==> config.mk <==
export PLATFORM = sky130hd
export DESIGN_NAME = rsam_div_chain
export DESIGN_NICKNAME = d
export VERILOG_FILES = /design/src/design/rsam_div_cell.sv /design/src/design/rsam_div_chain.sv
export SDC_FILE = /design/constraint.sdc
export NUM_CORES = 2
export LEC_CHECK = 0
export BUFFER_PORTS_ARGS = -buffer_cell sky130_fd_sc_hd__clkbuf_2
export CORE_ASPECT_RATIO = 1.2
export CORE_MARGIN = 4
export CORE_UTILIZATION = 50
export CTS_BUF_LIST = sky130_fd_sc_hd__clkbuf_8
export CTS_CLUSTER_DIAMETER = 40
export DETAILED_ROUTE_END_ITERATION = 10
export PLACE_DENSITY = 0.69
export SLEW_MARGIN = 25
export SYNTH_ARGS = -nofsm -noshare
export SYNTH_HDL_FRONTEND = slang
export SYNTH_SLANG_ARGS = --single-unit
==> constraint.sdc <==
create_clock -name clk -period 3 [get_ports clk]
set_input_delay 0.15 -clock clk [delete_from_list [all_inputs] [get_ports clk]]
set_output_delay 0.15 -clock clk [all_outputs]
set_load 0.02 [all_outputs]
==> src/design/rsam_div_cell.sv <==
module rsam_div_cell #(
	parameter int N = 48,
	parameter int D = 13,
	parameter int SB_W = 1
) (
	input  logic clk,
	input  logic arst_n,
	input  logic en,
	input  logic [D-1:0] divisor,
	input  logic in_valid,
	input  logic [D-1:0] in_rem,
	input  logic [N-1:0] in_quo,
	input  logic [SB_W-1:0] in_sb,
	output logic out_valid,
	output logic [D-1:0] out_rem,
	output logic [N-1:0] out_quo,
	output logic [SB_W-1:0] out_sb
);

	logic [D:0] trial;
	logic [D:0] diff;
	logic fits;
	logic [D-1:0] next_rem;

	// one restoring step: bring down the top dividend bit
	assign trial = {in_rem, in_quo[N-1]};
	assign diff = trial - {1'b0, divisor};
	assign fits = trial >= {1'b0, divisor};
	assign next_rem = fits ? diff[D-1:0] : trial[D-1:0];

	logic valid_q;
	logic [D-1:0] rem_q;
	logic [N-1:0] quo_q;
	logic [SB_W-1:0] sb_q;

	always_ff @(posedge clk or negedge arst_n) begin
		if (!arst_n) begin
			valid_q <= 1'b0;
		end else if (en) begin
			valid_q <= in_valid;
		end
	end

	always_ff @(posedge clk) begin
		if (en) begin
			rem_q <= next_rem;
			quo_q <= {in_quo[N-2:0], fits};
			sb_q <= in_sb;
		end
	end

	assign out_valid = valid_q;
	assign out_rem = rem_q;
	assign out_quo = quo_q;
	assign out_sb = sb_q;

endmodule

==> src/design/rsam_div_chain.sv <==
module rsam_div_chain #(
	parameter int N = 48,
	parameter int D = 13,
	parameter int SB_W = 1
) (
	input  logic clk,
	input  logic arst_n,
	input  logic en,
	input  logic [D-1:0] divisor,
	input  logic in_valid,
	input  logic [N-1:0] dividend,
	input  logic [SB_W-1:0] in_sb,
	output logic out_valid,
	output logic [D-1:0] remainder,
	output logic [N-1:0] quotient,
	output logic [SB_W-1:0] out_sb
);

	logic valid_c [0:N];
	logic [D-1:0] rem_c [0:N];
	logic [N-1:0] quo_c [0:N];
	logic [SB_W-1:0] sb_c [0:N];

	assign valid_c[0] = in_valid;
	assign rem_c[0] = '0;
	assign quo_c[0] = dividend;
	assign sb_c[0] = in_sb;

	for (genvar i = 0; i < N; i++) begin : g_cell
		rsam_div_cell #(.N(N), .D(D), .SB_W(SB_W)) u_cell (
			.clk(clk),
			.arst_n(arst_n),
			.en(en),
			.divisor(divisor),
			.in_valid(valid_c[i]),
			.in_rem(rem_c[i]),
			.in_quo(quo_c[i]),
			.in_sb(sb_c[i]),
			.out_valid(valid_c[i+1]),
			.out_rem(rem_c[i+1]),
			.out_quo(quo_c[i+1]),
			.out_sb(sb_c[i+1])
		);
	end

	assign out_valid = valid_c[N];
	assign remainder = rem_c[N];
	assign quotient = quo_c[N];
	assign out_sb = sb_c[N];

endmodule

Word level (Yosys, flattened, before mapping)
Index checks and enable logic that the tools add are counted.
W data, S select, Z words.
{ "totals": {"regBits": 3024, "in_bits": 66, "elab_cells": 337} }
{ "op_classes": {"n_addsub": 48, "magnitude_cmp": 48, "muxes": 48} }
{ "op_table": {"columns": ["op", "count"], "rows": [
  ["$ge A14 B13 Y1", 47],
  ["$mux W13", 47],
  ["$sub A13 B13 Y13", 47],
  ["$ge A1 B13 Y1", 1],
  ["$sub A1 B13 Y13", 1],
  ["$mux W1", 1]
]} }

Depth between registers and ports, before layout
{ "depth": {"ltp_word": 2, "ltp_mapped": 12} }

Modules after synthesis
A second synthesis with hierarchy kept.
{ "hier_totals": {"hier_cells": 8257, "area_unflattened_um2": 131901.5} }
{ "modules_own_cells": {"columns": ["module", "instances", "cells_per_inst", "area_per_inst_um2", "seq_area_each_um2"], "rows": [
  ["rsam_div_cell (g_cell[0].u_cell ...)", 47, 172, 2747.6, 1886.8],
  ["rsam_div_cell (g_cell[31].u_cell)", 1, 172, 2758.9, 1886.8],
  ["rsam_div_chain", 1, 1, 3.8, 0.0]
]} }

Least setup slack after synthesis
Ideal clock, no wire load.
{ "synth_path": {"path_type": "input-to-reg", "from": "in divisor[2]", "to": "reg g_cell[13].u_cell.rem_q[11] (data pin)", "setup_ns": 0.260, "t_arrival_ns": 3.212, "setup_slack_ns": -0.471, "stages": 10, "n_path_buf": 1, "path_cell_list": "inv_1 -> ha_1 -> nor2b_1 -> o21ai_1 -> a21oi_1 -> a211oi_2 -> o211ai_1 -> a311oi_4 -> buf_6 -> mux2_2"} }
{ "synth_via": {"elab_chain_len": 2, "elab_cells_between_ends": 3, "cone_classes": "add/sub (1); order compare (1); mux (1)"} }
{ "synth_lines": {"columns": ["item", "line_no", "source"], "rows": [
  ["start: declaration", "rsam_div_chain.sv:9", "input logic [D-1:0] divisor,"],
  ["$sub A13 B13 Y13 / $ge A14 B13 Y1 (equally long branches)", "rsam_div_cell.sv:27, rsam_div_cell.sv:28", null],
  ["$mux W13 *", "rsam_div_cell.sv:29", "assign next_rem = fits ? diff[D-1:0] : trial[D-1:0];"],
  ["named net g_cell[13].u_cell.next_rem[11]", "rsam_div_cell.sv:23", "logic [D-1:0] next_rem;"],
  ["end signal: assignment", "rsam_div_cell.sv:46", "rem_q <= next_rem;"],
  ["end: declaration", "rsam_div_cell.sv:32", "logic [D-1:0] rem_q;"]
]} }
The timed path passes the listed nets; every way through them passes the cells marked *.
A chain may end at the register's enable or synchronous reset.

Final worst setup path
{ "layout_path": {"from": "reg g_cell[11].u_cell.quo_q[47]", "to": "reg g_cell[12].u_cell.rem_q[2] (data pin)"} }
{ "layout_via": {"elab_chain_len": 2, "elab_cells_between_ends": 3, "cone_classes": "add/sub (1); order compare (1); mux (1)"} }
{ "layout_lines": {"columns": ["item", "line_no", "source"], "rows": [
  ["start: declaration", "rsam_div_cell.sv:33", "logic [N-1:0] quo_q;"],
  ["start signal: assignment", "rsam_div_cell.sv:47", "quo_q <= {in_quo[N-2:0], fits};"],
  ["$sub A13 B13 Y13 / $ge A14 B13 Y1 (equally long branches)", "rsam_div_cell.sv:27, rsam_div_cell.sv:28", null],
  ["$mux W13 *", "rsam_div_cell.sv:29", null],
  ["named net g_cell[12].u_cell.next_rem[2]", "rsam_div_cell.sv:23", null],
  ["end signal: assignment", "rsam_div_cell.sv:46", null],
  ["end: declaration", "rsam_div_cell.sv:32", null]
]} }
Marked as above.

==> impl_metrics.yaml <==
layout:
  fill_cells: 18890
  final_layout_size_suffix_gt1_share_pct: 23.13
  syn2layout_area_growth_pct: 17.88
  nNetsFinal: 9774
setup_path:
  startpoint_type: "register"
  cp.arrival_ns: 3.65
  r2r-end: "g_cell[12].u_cell.out_rem[2]$_DFFE_PP_"
  path_cells: "inv_1 -> ha_1 -> fa_1 -> nor2b_1 -> o31a_1 -> o21ai_0 -> buf_4 -> o211ai_1 -> a21oi_1 -> o21a_1 -> buf_12 -> mux2_2"
  r2r_setup_slack_ns: 0.12
  worstPathMaxFanout: 14
  cp_slowest_stage_delay_ns: 0.37
  end_kind: "register"
  worst_ep_required_time_ns: 3.77
  crit_type: "reg2reg"
  reg2reg_from: "g_cell[11].u_cell.out_quo[47]$_DFFE_PP_"
  crit_slowest_cell: "edfxtp_1"
  reg2regPathDepth: 12
routing:
  avgRoutedWirePerCell_um: 17.84
  vias_per_cell: 5.317
  drt_iter0_drc: 3967
  via_count: 68220
  wl_mm: 228.9
  ant_nets: 0
  drc: 0
  dr.pass1.iters: 7
worst_hold_path:
  min_path_cells: 6
  whs_endpoint: "g_cell[1].u_cell.out_rem[5]$_DFFE_PP_"
  worstHoldPathType: "in2reg"
  hp-start: "divisor[5]"
global_routing:
  grt_start_max_net_pins: 161
  antenna_found_initial: 2
  grt_pass1_vias: 71120
  grtUsageTotal_pct: 17.24
  gr-total-overflow: 0
  grt_pass1_wl_mm: 366.1
power_and_ir_drop:
  power_leakage_nw: 56.80
  irDropWorstVdd_v: 0.0008433
  total_power_w: 0.1452
  p_per_area_nw_per_um2: 968.7
clock_tree:
  numClockSinks: 3024
  cts_buffers: 485
  cts_htree_levels: 5
  cts_buffer_depth: 4
  clock_latency_ns: 1.05
  cts_root_buf: "clkbuf_8"
  clk_pin_slew_ns: 0.06
  cts_tree: "done"
die:
  std_cell_rows: 202
  dieArea_um2: 262400
  core_area_um2: 252700
  io_pins: 129
  fp.dieH_um: 560.4
  die_x_um: 468.3
  start_util_pct: 50.30
placed_design:
  portBuffers: 128
  hpwl_mm: 151.8
  gp_congestion: 0.9014
timing:
  timing.final.crit_share_pct: 95.85
  finalHoldViolations: 0
  worst_slew_margin_rel_pct: 44.41
  fin_setup_tns_ns: 0
  min_period_ns: 2.875
  worst_slew_pin_slew_ns: 0.8339
  slew_viol_final: 0
  fin_skew_ns: 0.06930
  maxClockFrequency_mhz: 347.8
  setup_viol: 0
logic_synthesis:
  synth_edf_count: 2976
  synth_flop_cell: "edfxtp_1"
  syn-num-nets: 8351
  synth_cell_types: 83
  syn_area_um2: 127100
  yosys_warnings: 0
  ys_seq_area_share_pct: 71.24
  postSynthAreaPerCell_um2: 16.67
  postSynthCellCount: 7625
  synth_seq_cells: 3024
  synthArstFlopShare_pct: 1.587
run_status:
  status: "complete, no violations"
run:
  cap_violations: 0
## what timing repair did
| item | 4_1_cts | 5_1_grt |
|---|---|---|
| gates resized for setup | 2 | 23 |
| hold buffers | 115 | 0 |
| pin swaps | 0 | 9 |
| setup endpoints to repair | 10 | 153 |
| endpoints found under the hold margin | 1852 | 0 |
| setup buffers | 0 | 1 |
## state kept, by name (all words and copies together) (netlist names)
signal                   count
g_cell.u_cell.out_sb        48
g_cell.u_cell.out_valid     48
g_cell.u_cell.out_quo     2304
g_cell.u_cell.out_rem      624
## critical path, delay by kind of cell (launching register included)
family | cells | cell delay, ns
compound gates | 5 | 1.00
fa+ha+maj | 2 | 0.41
buf+inv | 3 | 0.43
flops | 1 | 0.37
mux | 1 | 0.34
simple gates | 1 | 0.07
## cells in the final DEF, fill, tap and decap left out, types with 62 or more instances in the layout
master and n:
a211oi_1 62, a21o_1 181, a21oi_1 304, buf_12 108
buf_4 665, clkbuf_2 125, clkbuf_8 496, clkinv_1 112
clkinv_2 73, dlygate4sd3_1 114, edfxtp_1 2976, ha_1 607
inv_1 338, mux2_1 73, mux2_2 482, mux2i_1 127
nand2_1 255, nand3_1 65, nand4_1 82, nor2_1 267
nor2b_1 127, nor3_1 135, o21a_1 113, o21ai_0 233
xnor2_1 239, xor2_1 169
## synth_stat cells (all sizes together) (10+ instances only)
cell	n	share of area (%)
edfxtp	2976	70
o221ai	11	0.076
xnor2	239	1.6
or4b	11	0.087
inv	240	0.71
a221o	32	0.25
o211ai	44	0.26
a221oi	10	0.069
and3	50	0.25
a31oi	27	0.13
o311ai	11	0.076
o2111a	11	0.097
ha	613	6.0
or3	31	0.15
o21a	113	0.67
a22o	18	0.12
o31a	39	0.27
nand2b	54	0.27
o21bai	16	0.094
o21ai	276	1.1
o31ai	48	0.34
a311oi	23	0.30
nand2	256	0.76
xor2	169	1.2
nand3	65	0.26
and2	40	0.20
or2	27	0.13
nor4	33	0.35
nand4	82	0.40
a21oi	310	1.2
nor2b	127	0.62
mux2i	128	1.0
a21boi	44	0.26
a211oi	72	0.46
mux2	555	4.9
fa	47	0.74
dfrtp	48	0.94
a21o	181	1.1
clkbuf	31	0.092
buf	47	0.27
nor3	137	0.55
nor2	267	0.79
## stage by stage
stage                     hold slack (ns)  setup WS (ns)  util [%]  instance area, µm²  cells
after CTS                         0.01496       0.002431     59.25              149800  12820
after global placement             0.3289        -0.1973     54.91              138800  11810
final                              0.1240         0.1245     59.29              149900  12830
after detailed placement           0.2398        -0.2446     54.91              138800  11810
after floorplan                   -0.1456        -0.2844         -              127200   7625
after global routing              0.05605       -0.01222     59.29              149900  12830
## how the worst max path moves through the flow
stage,from,to,slack (ns),depth (start not counted)
after global routing,g_cell[31].u_cell.out_quo[47]$_DFFE_PP_,g_cell[32].u_cell.out_rem[8]$_DFFE_PP_,-0.01,11
after detailed placement,divisor[3],g_cell[29].u_cell.out_rem[4]$_DFFE_PP_,-0.24,12
final,g_cell[11].u_cell.out_quo[47]$_DFFE_PP_,g_cell[12].u_cell.out_rem[2]$_DFFE_PP_,0.12,12
after floorplan,divisor[2],g_cell[13].u_cell.out_rem[11]$_DFFE_PP_,-0.28,10
after global placement,divisor[3],g_cell[29].u_cell.out_rem[3]$_DFFE_PP_,-0.20,12
after CTS,g_cell[13].u_cell.out_rem[6]$_DFFE_PP_,g_cell[14].u_cell.out_rem[2]$_DFFE_PP_,0.002,9
## layout make-up
class	instances	area, µm²	share of cell area, %
Inverter	240	945.9	0.6312
Clock buffer	496	6827	4.555
Clock inverter	401	2972	1.983
Tap cell	3366	4212	2.810
Sequential cell	3024	90570	60.43
Multi-Input combinational cell	4283	35370	23.60
Antenna cell	6	15.01	0.01002
Timing Repair Buffer	1014	8956	5.976
## cell families (layout without fill, tap and decap cells)
kind of cell / Yosys count / after routing / share of synthesized area [%]
XOR/XNOR: 408 / 408 / 2.811
multiplexers: 683 / 683 / 5.924
flip-flops: 3024 / 3024 / 71.24
buffers and inverters: 318 / 2151 / 1.075
AND/OR/NAND/NOR: 1202 / 1202 / 4.953
adder cells (fa/ha/maj): 660 / 660 / 6.773
AO/OA/AOI/OAI: 1330 / 1330 / 7.222
other: 0 / 6 / 0
## layer usage
layer	share of wire, %	track usage (%)	wire length [µm]	vias to the layer above
met5	0	0	0	-
met4	3.7	6.850	8387	0
met3	4.5	3.118	10290	577
met2	50	29.87	114400	1430
met1	42	21.44	95820	33340
li1	-	-	-	32880
## where the power goes
part | switching (W) | internal [W] | total [W] | leakage [nW]
Sequential | 0.00375 | 0.0563 | 0.0600 | 29.7
Combinational | 0.0240 | 0.0261 | 0.0501 | 21.8
Clock | 0.0162 | 0.0188 | 0.0350 | 5.36
Note: power is estimated with default switching activity, not from simulation.
